==> src/sv/set_assoc_cache_tag_controller_defines.svh <==
// assertion macros shared by the cache tag controller modules
`ifndef SET_ASSOC_CACHE_TAG_CONTROLLER_DEFINES_SVH
`define SET_ASSOC_CACHE_TAG_CONTROLLER_DEFINES_SVH

`ifndef SYNTH

// same-cycle implication, off during reset
`define SACTC_ASSERT_IMP(lbl, clk, rst_n, ante, cons) \
  lbl: assert property (@(posedge clk) disable iff (!rst_n) (ante) |-> (cons)) \
    else $error("sactc: same-cycle check failed");

// next-cycle implication, off during reset
`define SACTC_ASSERT_NXT(lbl, clk, rst_n, ante, cons) \
  lbl: assert property (@(posedge clk) disable iff (!rst_n) (ante) |=> (cons)) \
    else $error("sactc: next-cycle check failed");

`else

`define SACTC_ASSERT_IMP(lbl, clk, rst_n, ante, cons)
`define SACTC_ASSERT_NXT(lbl, clk, rst_n, ante, cons)

`endif

`endif

==> src/sv/sactc_pkg.sv <==
// shared types and constants of the cache tag controller
`timescale 1ns / 1ps

package sactc_pkg;

  // fixed field widths
  localparam int ADDR_W    = 48;
  localparam int VICTIM_W  = 42;
  localparam int CFG_IDX_W = 2;

  // access kinds
  typedef enum logic {
    FUNC_READ  = 1'b0,
    FUNC_WRITE = 1'b1
  } sactc_func_e;

  // configuration register indexes
  typedef enum logic [CFG_IDX_W-1:0] {
    CFG_REPLACE_FIFO = 2'd0,
    CFG_WRITE_BACK   = 2'd1
  } sactc_cfg_idx_e;

  // live policy settings
  typedef struct packed {
    logic replace_fifo;
    logic write_back;
  } sactc_cfg_t;

  // per-item status flags
  typedef struct packed {
    logic hit;
    logic fill_read;
    logic mem_write;
    logic is_writeback;
  } sactc_result_t;

endpackage

==> src/sv/sactc_way_logic.sv <==
// per-set lookup, victim choice and replacement update for one item
`timescale 1ns / 1ps

module sactc_way_logic
  import sactc_pkg::*;
#(
  parameter int WAYS   = 8,
  parameter int TAG_W  = 42,
  parameter int RANK_W = 3,
  parameter int WAY_W  = 3
) (
  input  sactc_cfg_t                    cfg_i,
  input  sactc_func_e                   func_i,
  input  logic [TAG_W-1:0]              tag_i,
  input  logic [WAYS-1:0][TAG_W-1:0]    tags_i,
  input  logic [WAYS-1:0]               valid_i,
  input  logic [WAYS-1:0]               dirty_i,
  input  logic [WAYS-1:0][RANK_W-1:0]   rank_i,
  output logic [WAYS-1:0][TAG_W-1:0]    tags_o,
  output logic [WAYS-1:0]               valid_o,
  output logic [WAYS-1:0]               dirty_o,
  output logic [WAYS-1:0][RANK_W-1:0]   rank_o,
  output sactc_result_t                 res_o,
  output logic [VICTIM_W-1:0]           victim_o
);

  localparam logic [RANK_W-1:0] RANK_MAX = RANK_W'(WAYS - 1);

  logic              tag_hit;
  logic [WAY_W-1:0]  hit_way;
  logic              empty_found;
  logic [WAY_W-1:0]  empty_way;
  logic [WAY_W-1:0]  old_way;
  logic [RANK_W-1:0] old_rank;
  logic [WAY_W-1:0]  sel_way;
  logic [RANK_W:0]   age_below;
  logic              age_en;
  logic              wb_evict;

  // tag match, first empty way, oldest way (highest index wins ties)
  always_comb begin
    tag_hit     = 1'b0;
    hit_way     = '0;
    empty_found = 1'b0;
    empty_way   = '0;
    old_way     = '0;
    old_rank    = '0;
    for (int w = 0; w < WAYS; w++) begin
      if (!tag_hit && valid_i[w] && (tags_i[w] == tag_i)) begin
        tag_hit = 1'b1;
        hit_way = WAY_W'(w);
      end
      if (!empty_found && !valid_i[w]) begin
        empty_found = 1'b1;
        empty_way   = WAY_W'(w);
      end
      if (rank_i[w] >= old_rank) begin
        old_rank = rank_i[w];
        old_way  = WAY_W'(w);
      end
    end
  end

  // way that this item lands in
  assign sel_way = tag_hit ? hit_way : (empty_found ? empty_way : old_way);

  // fifo hits leave the order alone; a miss ages every other valid way
  assign age_en    = !tag_hit || !cfg_i.replace_fifo;
  assign age_below = tag_hit ? {1'b0, rank_i[hit_way]} : (RANK_W + 1)'(WAYS);

  assign wb_evict = !tag_hit && !empty_found && cfg_i.write_back && dirty_i[sel_way];

  // updated set contents
  always_comb begin
    tags_o  = tags_i;
    valid_o = valid_i;
    dirty_o = dirty_i;
    rank_o  = rank_i;
    if (age_en) begin
      for (int w = 0; w < WAYS; w++) begin
        if ((WAY_W'(w) != sel_way) && valid_i[w] && ({1'b0, rank_i[w]} < age_below) &&
            (rank_i[w] < RANK_MAX)) begin
          rank_o[w] = rank_i[w] + 1'b1;
        end
      end
      rank_o[sel_way] = '0;
    end
    if (!tag_hit) begin
      tags_o[sel_way]  = tag_i;
      valid_o[sel_way] = 1'b1;
      dirty_o[sel_way] = 1'b0;
    end
    if ((func_i == FUNC_WRITE) && cfg_i.write_back) begin
      dirty_o[sel_way] = 1'b1;
    end
  end

  // status flags and victim address
  always_comb begin
    res_o.hit          = tag_hit;
    res_o.fill_read    = !tag_hit;
    res_o.is_writeback = wb_evict;
    res_o.mem_write    = wb_evict || ((func_i == FUNC_WRITE) && !cfg_i.write_back);
    victim_o           = wb_evict ? VICTIM_W'(tags_i[sel_way]) : '0;
  end

endmodule

==> config.mk <==
export PLATFORM = sky130hd
export DESIGN_NAME = sactc_way_logic
export DESIGN_NICKNAME = d
export VERILOG_FILES = /design/src/sv/set_assoc_cache_tag_controller_defines.svh /design/src/sv/sactc_pkg.sv /design/src/sv/sactc_way_logic.sv
export SDC_FILE = /design/constraint.sdc
export NUM_CORES = 1
export LEC_CHECK = 0
export BUFFER_PORTS_ARGS = -buffer_cell sky130_fd_sc_hd__clkbuf_2
export CORE_AREA = 4 4 321 323
export DETAILED_ROUTE_END_ITERATION = 10
export DIE_AREA = 0 0 325 327
export SETUP_SLACK_MARGIN = 0.5
export SYNTH_ARGS = -nofsm -noshare
export SYNTH_HDL_FRONTEND = slang
export SYNTH_SLANG_ARGS = --single-unit
==> constraint.sdc <==
create_clock -name vclk -period 9.6
set_input_delay 0.48 -clock vclk [all_inputs]
set_output_delay 0.48 -clock vclk [all_outputs]
set_load 0.03 [all_outputs]
==> run summary <==
status = finished, violations left
failing checks = negative setup slack
final hold violation count = 0
crit-path most repeated cell = ha_4
Rows = 116
setup violators final = 420
initial core utilization = 15.7%
P&R area growth vs syn = 87.8%
slowest CP cell = mux2_4
fraction of layout cells with a size suffix above 1 = 51.1%
Total GRT Usage = 30.6%
Synth Area per Inst = 7.40 µm²
Area contributors post-synth = mux2_1 12%, mux2i_1 11%, mux2_2 10%, xnor2_1 9.3%, xor2_1 9.0%
num sequential = 0
die width = 325 µm
core region area = 0.0999 mm²
max-slew violation count = 0
Hold WS = 1.34 ns
Tmin final = 10.21 ns
leakage power = 13.4 nW
Worst slew margin = 7.77%
IO Count = 843
Seq/Total Area, Yosys = 0%
die area = 0.106 mm²
Worst Setup Path Type = in -> out
CP startpoint = rank_i[5]
hold path start = func_i
cells after synthesis = 2122
pre-CTS WS = -0.958 ns
nets = 3518
Synth area leader = mux2_1
global route overflow = 0
share of the synthesized area in the top cell type = 12.0%
Crit Path Max Fanout = 4
worst setup margin = -0.607 ns
Worst Hold Class = in -> out
# hold bufs at CTS = 0
Netlist cell types = 91
filler cell count = 10500
vias in the first global route = 22300
worst slew pin tran = 1.38 ns
post-DP HPWL = 139000 µm
routed vias/inst = 5.24
top cell types by occurrence after synthesis = 263 x nand2_1, 175 x mux2i_1, 168 x mux2_1
Tot Pwr = 2.34 mW
Die Y = 327 µm
Final Util = 29.5%
RSZ-0062 raised after global routing = true
routed length per instance = 40.7 µm
TritonRoute pass-1 iters = 5
arrival time worst endpoint = 9.73 ns
Seq. cell area = 0 µm²
CP required = 9.12 ns
Max Clk Rate = 0.0980 GHz
antenna violations before repair = 34
largest net degree at the start of global routing = 46
P per Cell Area = 79.5 mW/mm²
element type at the critical path start = input port
routability cong. = 1.04
Initial DRC Count = 1891
most common cell in the netlist = nand2_1
max cap viols = 0
crit end category = primary output
routed vias = 22900
Clock buffer cells = 0
yosys warns = 0
syn_nets = 2580
Max VDD drop = 0.0492 mV
Post-Syn Area = 0.0157 mm²
crit share post-route = 106%
Final ANT Viol Nets = 0
setup TNS = -190.19 ns
number of port buffers = 843
DRT Wirelength = 178000 µm
first-pass GRT wire length = 220000 µm
# DRC = 0
Multi-input gate area = 0.0166 mm²
Critical Path Max Stage Delay = 0.33 ns
-- timing repair --
item / 4_1_cts / 5_1_grt
gates cloned: 32 / 12
resized for setup: 666 / 576
setup buffers: 60 / 38
setup endpoints to repair: 420 / 420
pin swaps: 40 / 41
-- kinds of logic (layout without fill, tap and decap cells) --
kind of cell    Yosys count  in the layout  share of synthesized area [%]
simple gates            768            768                           25.7
mux                     487            487                           33.5
xor+xnor                327            327                           18.2
compound gates          267            267                           11.5
buf+inv                 234           1170                           7.88
fa+ha+maj                39             39                           3.08
other cells               0             12                              0
-- critical path, delay by kind of cell --
family	cells	cell delay (ns)
compound gates	17	2.92
fa+ha+maj	9	2.40
buf+inv	8	0.96
mux	4	1.29
simple gates	15	1.69
-- stage by stage --
| step | cell area (µm²) | cells |
|---|---|---|
| global placement | 23300 | 4214 |
| global route | 29500 | 4357 |
| floorplan | 16900 | 2122 |
| detailed placement | 23300 | 4214 |
| CTS | 27600 | 4306 |
| finish | 29500 | 4368 |
-- power by group --
group	switching [mW]	leakage [nW]	internal [mW]
Combinational	1.41	13.4	0.931
Clock	0	0.0000761	0.000000138
Sequential	0	0	0
-- worst paths after layout --
check	to	slack [ns]	cells past startpoint
worst min-delay path	res_o[1]	1.34	4
worst max-delay path	tags_o[186]	-0.61	53
-- layer usage --
layer	share of wire, %	GRT usage, %	wire length (µm)	vias to the layer above
met4	6.2	12.5	11100	28
met5	0.12	0	208	-
met2	46	52.9	82400	1420
met1	40	37.1	71100	11500
li1	-	-	-	9627
met3	7.2	6.00	12700	346
-- final cells by class --
cell class,instances,share of cell area (%)
diodes,12,0.102
inverters,47,0.657
multi-input cells,1888,56.2
well taps,1298,5.51
repair buffers,1123,37.5
-- cell usage in the layout (no fill, tap or decap), types with 30 or more instances in the layout --
| master | n |
|---|---|
| nor2_1 | 51 |
| mux2i_1 | 170 |
| nor4_1 | 78 |
| mux2_4 | 190 |
| buf_12 | 83 |
| clkbuf_8 | 80 |
| nand2_1 | 249 |
| xor2_1 | 161 |
| ha_1 | 30 |
| mux2_1 | 76 |
| nand3_1 | 101 |
| buf_6 | 92 |
| nor3_1 | 34 |
| a21oi_4 | 41 |
| clkbuf_2 | 498 |
| o21ai_0 | 34 |
| inv_1 | 42 |
| nand4_1 | 87 |
| o21ai_4 | 31 |
| buf_4 | 147 |
| mux2_2 | 46 |
| buf_8 | 132 |
| xnor2_1 | 166 |
| buf_16 | 43 |
No activity file was read; power rests on OpenSTA's default activity.
