===== src/sv/set_assoc_cache_tag_controller_defines.svh =====
// assertion macros shared by the cache tag controller modules
`ifndef SET_ASSOC_CACHE_TAG_CONTROLLER_DEFINES_SVH
`define SET_ASSOC_CACHE_TAG_CONTROLLER_DEFINES_SVH

`ifndef SYNTH

// same-cycle implication, off during reset
`define SACTC_ASSERT_IMP(lbl, clk, rst_n, ante, cons) \
  lbl: assert property (@(posedge clk) disable iff (!rst_n) (ante) |-> (cons)) \
    else $error("sactc: same-cycle check failed");

// next-cycle implication, off during reset
`define SACTC_ASSERT_NXT(lbl, clk, rst_n, ante, cons) \
  lbl: assert property (@(posedge clk) disable iff (!rst_n) (ante) |=> (cons)) \
    else $error("sactc: next-cycle check failed");

`else

`define SACTC_ASSERT_IMP(lbl, clk, rst_n, ante, cons)
`define SACTC_ASSERT_NXT(lbl, clk, rst_n, ante, cons)

`endif

`endif


===== src/sv/sactc_set_store.sv =====
// per-set row memory with a clearing sweep after reset and same-set forwarding
`timescale 1ns / 1ps
`include "set_assoc_cache_tag_controller_defines.svh"

module sactc_set_store #(
  parameter int SETS  = 64,
  parameter int ROW_W = 8,
  parameter int SET_W = (SETS > 1) ? $clog2(SETS) : 1
) (
  input  logic             clk_i,
  input  logic             rst_ni,
  input  logic             rd_en_i,
  input  logic [SET_W-1:0] rd_set_i,
  output logic [ROW_W-1:0] rd_row_o,
  input  logic             wr_en_i,
  input  logic [SET_W-1:0] wr_set_i,
  input  logic [ROW_W-1:0] wr_row_i,
  output logic             busy_o
);

  localparam logic [SET_W-1:0] LAST_SET = SET_W'(SETS - 1);

  logic [ROW_W-1:0] mem_q [SETS];
  logic [ROW_W-1:0] rd_q;
  logic [ROW_W-1:0] fwd_row_q;
  logic             fwd_q;
  logic             clr_busy_q;
  logic [SET_W-1:0] clr_idx_q;
  logic             mem_we;
  logic [SET_W-1:0] mem_wa;
  logic [ROW_W-1:0] mem_wd;

  // clearing sweep owns the write port until it is done
  assign mem_we = clr_busy_q || wr_en_i;
  assign mem_wa = clr_busy_q ? clr_idx_q : wr_set_i;
  assign mem_wd = clr_busy_q ? '0 : wr_row_i;

  // row memory, registered read
  always_ff @(posedge clk_i) begin
    if (mem_we) begin
      mem_q[mem_wa] <= mem_wd;
    end
    if (rd_en_i) begin
      rd_q <= mem_q[rd_set_i];
    end
  end

  // row written at the same edge as the read of that set
  always_ff @(posedge clk_i) begin
    if (rd_en_i) begin
      fwd_row_q <= wr_row_i;
    end
  end

  always_ff @(posedge clk_i or negedge rst_ni) begin
    if (!rst_ni) begin
      fwd_q <= 1'b0;
    end else if (rd_en_i) begin
      fwd_q <= wr_en_i && (wr_set_i == rd_set_i);
    end
  end

  assign rd_row_o = fwd_q ? fwd_row_q : rd_q;

  // clearing sweep, one set per cycle
  always_ff @(posedge clk_i or negedge rst_ni) begin
    if (!rst_ni) begin
      clr_busy_q <= 1'b1;
      clr_idx_q  <= '0;
    end else if (clr_busy_q) begin
      clr_idx_q <= clr_idx_q + 1'b1;
      if (clr_idx_q == LAST_SET) begin
        clr_busy_q <= 1'b0;
      end
    end
  end

  assign busy_o = clr_busy_q;

  `SACTC_ASSERT_IMP(a_idle_while_clearing, clk_i, rst_ni, clr_busy_q, !rd_en_i && !wr_en_i)
  `SACTC_ASSERT_NXT(a_same_set_forwards, clk_i, rst_ni, rd_en_i && wr_en_i && (rd_set_i == wr_set_i), fwd_q)
  `SACTC_ASSERT_IMP(a_sweep_covers_all, clk_i, rst_ni, $fell(clr_busy_q), $past(clr_idx_q) == LAST_SET)

endmodule


===== config.mk =====
export PLATFORM = sky130hd
export DESIGN_NAME = sactc_set_store
export DESIGN_NICKNAME = d
export VERILOG_FILES = /design/src/sv/sactc_set_store.sv
export VERILOG_INCLUDE_DIRS = /design/src /design/src/sv
export SDC_FILE = /design/constraint.sdc
export NUM_CORES = 1
export LEC_CHECK = 0
export ABC_CLOCK_PERIOD_IN_PS = 3700
export BUFFER_PORTS_ARGS = -buffer_cell sky130_fd_sc_hd__buf_2
export CORE_UTILIZATION = 38
export CTS_BUF_LIST = sky130_fd_sc_hd__clkbuf_4
export DETAILED_ROUTE_END_ITERATION = 10
export GPL_TIMING_DRIVEN = 1
export PLACE_DENSITY = 0.65
export SLEW_MARGIN = 10
export SYNTH_ARGS = -nofsm -noshare
export SYNTH_HDL_FRONTEND = slang
export SYNTH_SLANG_ARGS = --single-unit

===== constraint.sdc =====
create_clock -name clk_i -period 3.7 [get_ports clk_i]
set_clock_uncertainty 0.05 [all_clocks]
set_input_delay 0.74 -clock clk_i [delete_from_list [all_inputs] [get_ports clk_i]]
set_output_delay 0.74 -clock clk_i [all_outputs]
set_load 0.1 [all_outputs]

==> run_results.csv, run 1 <==
group,metric,value,unit
power_and_ir_drop,p_total,12.5,mW
timing,fin_setup_tns,0,ns
power_and_ir_drop,power_leakage,8.20,nW
die,fp.coreArea,0.0551,sq mm
yosys,yosysSeqAreaShare,75.9,%
clock_network,cts_tree,"yes",
die,die-area,0.0566,sq mm
power_and_ir_drop,powerDensity,507,mW/mm^2
drt,routed_via_density,5.30,
drt,drt_iter0_markers,1202,
yosys,async_reset_ff_share,1.49,%
drt,drc_errors,0,
timing,maxSlewHeadroom,42.4,%
yosys,synth_edf_count,528,
drt,post_drt_wl_per_cell,23.3,um
clock_network,htree_levels,4,
drt,first_pass_iters,5,
placement,pre_cts_ws,0.397,ns
timing,setup_slack,0.432,ns
die,die_h,238,um
die,rows,86,
timing,rsz0062_at_grt,"false",
drt,drtAntennaViolNets,0,
power_and_ir_drop,ir_drop,0.220,mV
yosys,syn_nets,1035,
finish,final_area,0.0247,sq mm
worst_hold_path,hold_class,"in -> reg",
critical_path,cp-start-kind,"flip-flop",
yosys,yosys.cell_types.count,45,
critical_path,cp-end-kind,"primary output",
run,drv_cap,0,
drt,vias,11100,
critical_path,critPathKind,"reg -> out",
clock_network,clk_pin_slew_worst_paths,0.06,ns
global_route,grt_pass1_vias,11500,
yosys,synth_flop_cell,"edfxtp_1",
yosys,syn_avg_cell_area,20.9,sq um
yosys,synth.area.top_cells,"edfxtp_1 (75%), mux4_2 (12%), mux4_1 (1.7%)",
clock_network,cts-resized-gates,0,
yosys,yosysTopAreaCell,"edfxtp_1",
global_route,grt_usage,17.7,%
timing,clock.fmax,306,MHz
status,outcome,"finished clean",
critical_path,cp_data_required_time,2.91,ns
yosys,synth_seq_cells,536,
finish,ff_latch_area,0.0161,sq mm
timing,hold_violations,0,
clock_network,cts_made_buffers,139,
finish,layout.nets,1267,
finish,drive_above_1_share,37.8,%
yosys,yosysWarnings,0,
finish,multiInputGateArea,0.00482,sq mm
die,io_pins,33,
clock_network,cts_max_path_buffers,3,
timing,maxSlewViolCount,0,
global_route,grt_max_degree,65,
global_route,antenna_found_initial,3,
clock_network,clk_latency,0.81,ns
timing,fin_crit_sh,88.3,%
global_route,grt_pass1_wl,72.5,mm
finish,area_growth,16.7,%
clock_network,cts.sinks,536,
finish,layout_commonest_cell,"edfxtp_1",
yosys,yosysTopAreaCellShare,75.0,%
die,fp.dieW,238,um
yosys,synth_area,0.0212,sq mm
die,start_util,38.4,%
finish,nFillCells,4731,
placement,gp_congestion,0.839,
timing,layout_min_cycle_time,3.27,ns
critical_path,critPathMaxFanout,24,
yosys,synthCells,1010,
timing,setup_viol,0,
placement,dpl-instance-area,0.0229,sq mm
drt,wirelength,48.6,mm
placement,io_buffer_count,32,
global_route,grt_remaining_overflow,0,
finish,layout_common_cells,"edfxtp_1 (528), clkbuf_4 (198), mux4_2 (115)",
placement,hpwlAfterDp,30.0,mm
timing,tightest_slew,0.860,ns
clock_network,post_cts_buffers,0,
clock_network,root_buffer,"clkbuf_4",
critical_path,critPathArrivalTime,2.48,ns
==> registers in the layout, summed over array words and instances, names as in the netlist <==
name       flops
fwd_q          1
rd_q           8
busy_o         1
mem_q        512
clr_idx_q      6
fwd_row_q      8
==> worst max-delay path, stage by stage, from the launching register on <==
cell,delay [ns]
dfstp_2,0.82
buf_4,0.36
buf_2,0.48
==> where the power goes <==
group / leakage (nW) / internal [mW] / total, mW / switching (mW)
clock network: 1.06 / 2.80 / 5.06 / 2.26
registers: 4.87 / 6.71 / 6.73 / 0.0156
logic: 2.28 / 0.263 / 0.725 / 0.462
==> stage by stage <==
| step | hold WS [ns] | utilization (%) | cells |
|---|---|---|---|
| 6_report | 0.0756 | 44.8 | 2085 |
| 4_1_cts | 0.00228 | 44.8 | 2083 |
| 5_1_grt | 0.00254 | 44.8 | 2085 |
| 2_1_floorplan | 0.394 | - | 1010 |
| 3_3_place_gp | 0.492 | 41.5 | 1843 |
| 3_5_place_dp | 0.493 | 41.5 | 1843 |
==> logic make-up after synthesis <==
| kind of cell | synth area share (%) |
|---|---|
| fa+ha+maj | 0.0591 |
| buf+inv | 1.57 |
| mux | 16.4 |
| flops | 75.9 |
| simple gates | 2.96 |
| compound gates | 2.66 |
| xor+xnor | 0.455 |
==> final timing paths <==
path / end / from / slack [ns] / depth (start not counted)
max: busy_o / busy_o / 0.43 / 2
min: fwd_row_q[5] / wr_row_i[5] / 0.08 / 1
max reg2reg: mem_q[56][7] / busy_o / 0.66 / 5
min reg2reg: clr_idx_q[0] / clr_idx_q[0] / 0.51 / 1
max in group asynchronous: busy_o / rst_ni / 3.10 / 2
min in group asynchronous: clr_idx_q[0] / rst_ni / 0.26 / 2
==> cell type report <==
cell class              count  share of cell area (%)
flip-flops and latches    536                    65.0
multi-input cells         416                    19.5
clock buffers             198                    6.02
repair buffers            142                    4.37
well taps                 748                    3.79
clock inverters            37                    1.13
inverters                   7                   0.106
diodes                      1                  0.0101
==> synth_stat cells, types with 3 or more instances <==
library cell,number
buf_6,5
xor2_1,5
a22oi_1,10
clkbuf_1,15
mux4_2,115
mux4_1,14
o21ai_0,11
nand2_1,34
mux2i_1,17
o22ai_1,12
nand3_1,3
o31ai_1,4
dfrtp_1,7
nand4_1,4
a211oi_1,4
buf_4,14
a221oi_1,9
buf_1,5
a22o_1,5
inv_1,7
edfxtp_1,528
a21oi_1,9
nor2_1,86
a32oi_1,4
nor2b_1,15
mux2_2,30
xnor2_1,6
buf_2,11
==> per-layer routing <==
layer	vias up	wire length, um	track usage, %
met1	5729	20700	24.7
met4	4	1090	6.16
met2	489	22800	27.1
li1	4763	-	-
met5	-	25	0
met3	74	3970	4.67
==> timing repair <==
action	in CTS	in global routing
hold buffers	5	1
endpoints found under the hold margin	12	1
endpoints found under the setup margin	0	0
Power figures use the tool's default switching activity.
==> run 2: changes to the inputs <==
--- a/config.mk
+++ b/config.mk
@@ -8,12 +8,13 @@
 export LEC_CHECK = 0
 export ABC_CLOCK_PERIOD_IN_PS = 3700
 export BUFFER_PORTS_ARGS = -buffer_cell sky130_fd_sc_hd__buf_2
+export CORE_MARGIN = 10
 export CORE_UTILIZATION = 38
 export CTS_BUF_LIST = sky130_fd_sc_hd__clkbuf_4
 export DETAILED_ROUTE_END_ITERATION = 10
 export GPL_TIMING_DRIVEN = 1
 export PLACE_DENSITY = 0.65
-export SLEW_MARGIN = 10
+export SLEW_MARGIN = 0
 export SYNTH_ARGS = -nofsm -noshare
 export SYNTH_HDL_FRONTEND = slang
 export SYNTH_SLANG_ARGS = --single-unit
==> run 2 against run 1 <==
  * Total power down 2.0%
  * Utilization down 0.47 points
  * Die area up 16%
  * Largest power group unchanged
  * Global-route usage down 2.7 points
  * Count of clock-buffer cells in the layout down 5
  * Combinational power down 1%
  * Final cell count down 1.1%
  * Sequential power about the same
  * Fmax up 3.6%
  * Hold slack better by 0.013 ns
  * Sequential share of layout area up 0.69 points
  * Register-to-register slack worse by 0.11 ns
==> run_results.csv, run 2 (synthesized netlist as in run 1, its figures left out) <==
group,metric,value,unit
finish,layout_commonest_cell,"edfxtp_1",
clock_network,root_buffer,"clkbuf_4",
die,rows,86,
global_route,grt_usage,15.1,%
timing,clock.fmax,317,MHz
clock_network,clk_latency,0.83,ns
placement,dp_cells,1833,
critical_path,critPathKind,"reg -> reg",
power_and_ir_drop,powerDensity,502,mW/mm^2
timing,fin_crit_sh,85.2,%
drt,vias,11000,
critical_path,cp_data_required_time,4.16,ns
global_route,grt_max_degree,65,
finish,nFillCells,4730,
die,fp.coreArea,0.0551,sq mm
critical_path,slowest_stage,"dfstp_2",
drt,drc_errors,0,
die,start_util,38.4,%
drt,first_pass_iters,5,
die,io_pins,33,
timing,hold_violations,0,
critical_path,critPathBufInv,2,
drt,post_drt_wl_per_cell,23.9,um
critical_path,crit_chain,"inv_1 -> or3_1 -> o21ai_0 -> nand2_1 -> nor2_1 -> buf_4",
power_and_ir_drop,power_leakage,8.06,nW
drt,drt_iter0_markers,1207,
timing,setup_viol,0,
clock_network,cts_max_path_buffers,3,
clock_network,cts_made_buffers,134,
clock_network,cts.sinks,536,
finish,final_area,0.0244,sq mm
critical_path,cp-end-kind,"flip-flop",
clock_network,cts-hold-fix-buffers,2,
drt,routed_via_density,5.34,
global_route,antenna_found_initial,3,
finish,largestRegisters,"mem_q x512, fwd_row_q x8, rd_q x8",
critical_path,reg2reg_slack,0.55,ns
finish,layout_common_cells,"edfxtp_1 (528), clkbuf_4 (193), mux4_2 (115)",
finish,finalCoreUtilization,44.3,%
placement,hpwlAfterDp,30.5,mm
run,drv_cap,0,
finish,area_growth,15.5,%
timing,maxSlewViolCount,0,
status,outcome,"finished clean",
clock_network,htree_levels,4,
placement,pre_cts_ws,0.386,ns
drt,wirelength,49.4,mm
timing,maxSlewHeadroom,8.24,%
finish,drive_above_1_share,37.0,%
timing,fin_setup_tns,0,ns
clock_network,clk_pin_slew_worst_paths,0.07,ns
critical_path,cp-start-kind,"flip-flop",
die,die-area,0.0655,sq mm
placement,io_buffer_count,32,
drt,drtAntennaViolNets,0,
power_and_ir_drop,ir_drop,0.199,mV
clock_network,post_cts_buffers,0,
finish,largest_reg_flops,512,
global_route,grt_remaining_overflow,0,
critical_path,slowest_delay,0.86,ns
clock_network,cts-resized-gates,0,
critical_path,critPathMaxFanout,14,
timing,hold_ws,0.0885,ns
placement,gp_congestion,0.835,
die,fp.dieW,256,um
critical_path,path_delay_family,"simple AND/OR/NAND/NOR gates",
clock_network,cts_tree,"yes",
finish,layout.nets,1248,
critical_path,critPathArrivalTime,3.61,ns
power_and_ir_drop,p_total,12.3,mW
placement,dpl-instance-area,0.0228,sq mm
global_route,grt_pass1_wl,74.3,mm
timing,setup_slack,0.547,ns
worst_hold_path,hold_class,"in -> reg",
finish,largest-register,"mem_q",
global_route,grt_pass1_vias,11400,
timing,tightest_slew,1.34,ns
die,die_h,256,um
timing,rsz0062_at_grt,"false",
finish,stdcell_count,2062,
timing,layout_min_cycle_time,3.15,ns
-- run 2: final cells by class --
class / count / area [sq um] / share of cell area [%]
Timing Repair Buffer: 128 / 951 / 3.89
Clock inverter: 32 / 180 / 0.738
Multi-Input combinational cell: 416 / 4830 / 19.8
Antenna cell: 2 / 5.00 / 0.0205
Tap cell: 748 / 936 / 3.83
Clock buffer: 193 / 1450 / 5.93
Sequential cell: 536 / 16100 / 65.7
Inverter: 7 / 26.3 / 0.108
-- run 2: routing by layer --
metal | global-route usage (%) | up-vias | routed length, um
li1 | - | 4712 | -
met1 | 20.7 | 5735 | 21400
met3 | 4.27 | 81 | 3870
met2 | 22.7 | 481 | 23000
met4 | 5.04 | 2 | 1030
met5 | 0 | - | 7
-- run 2: path summary, 6_finish.rpt --
check | end | cells past startpoint | from
worst max-delay path | mem_q[19][1] | 6 | busy_o
worst min-delay path | fwd_row_q[0] | 1 | wr_row_i[0]
worst max register to register | mem_q[19][1] | 6 | busy_o
worst min register to register | clr_idx_q[4] | 1 | clr_idx_q[4]
max in group asynchronous | busy_o | 2 | rst_ni
min in group asynchronous | clr_idx_q[0] | 2 | rst_ni
-- run 2: power breakdown --
group	total, mW	internal, mW	switching, mW
clock network	4.81	2.52	2.29
logic	0.716	0.255	0.461
registers	6.73	6.71	0.0176
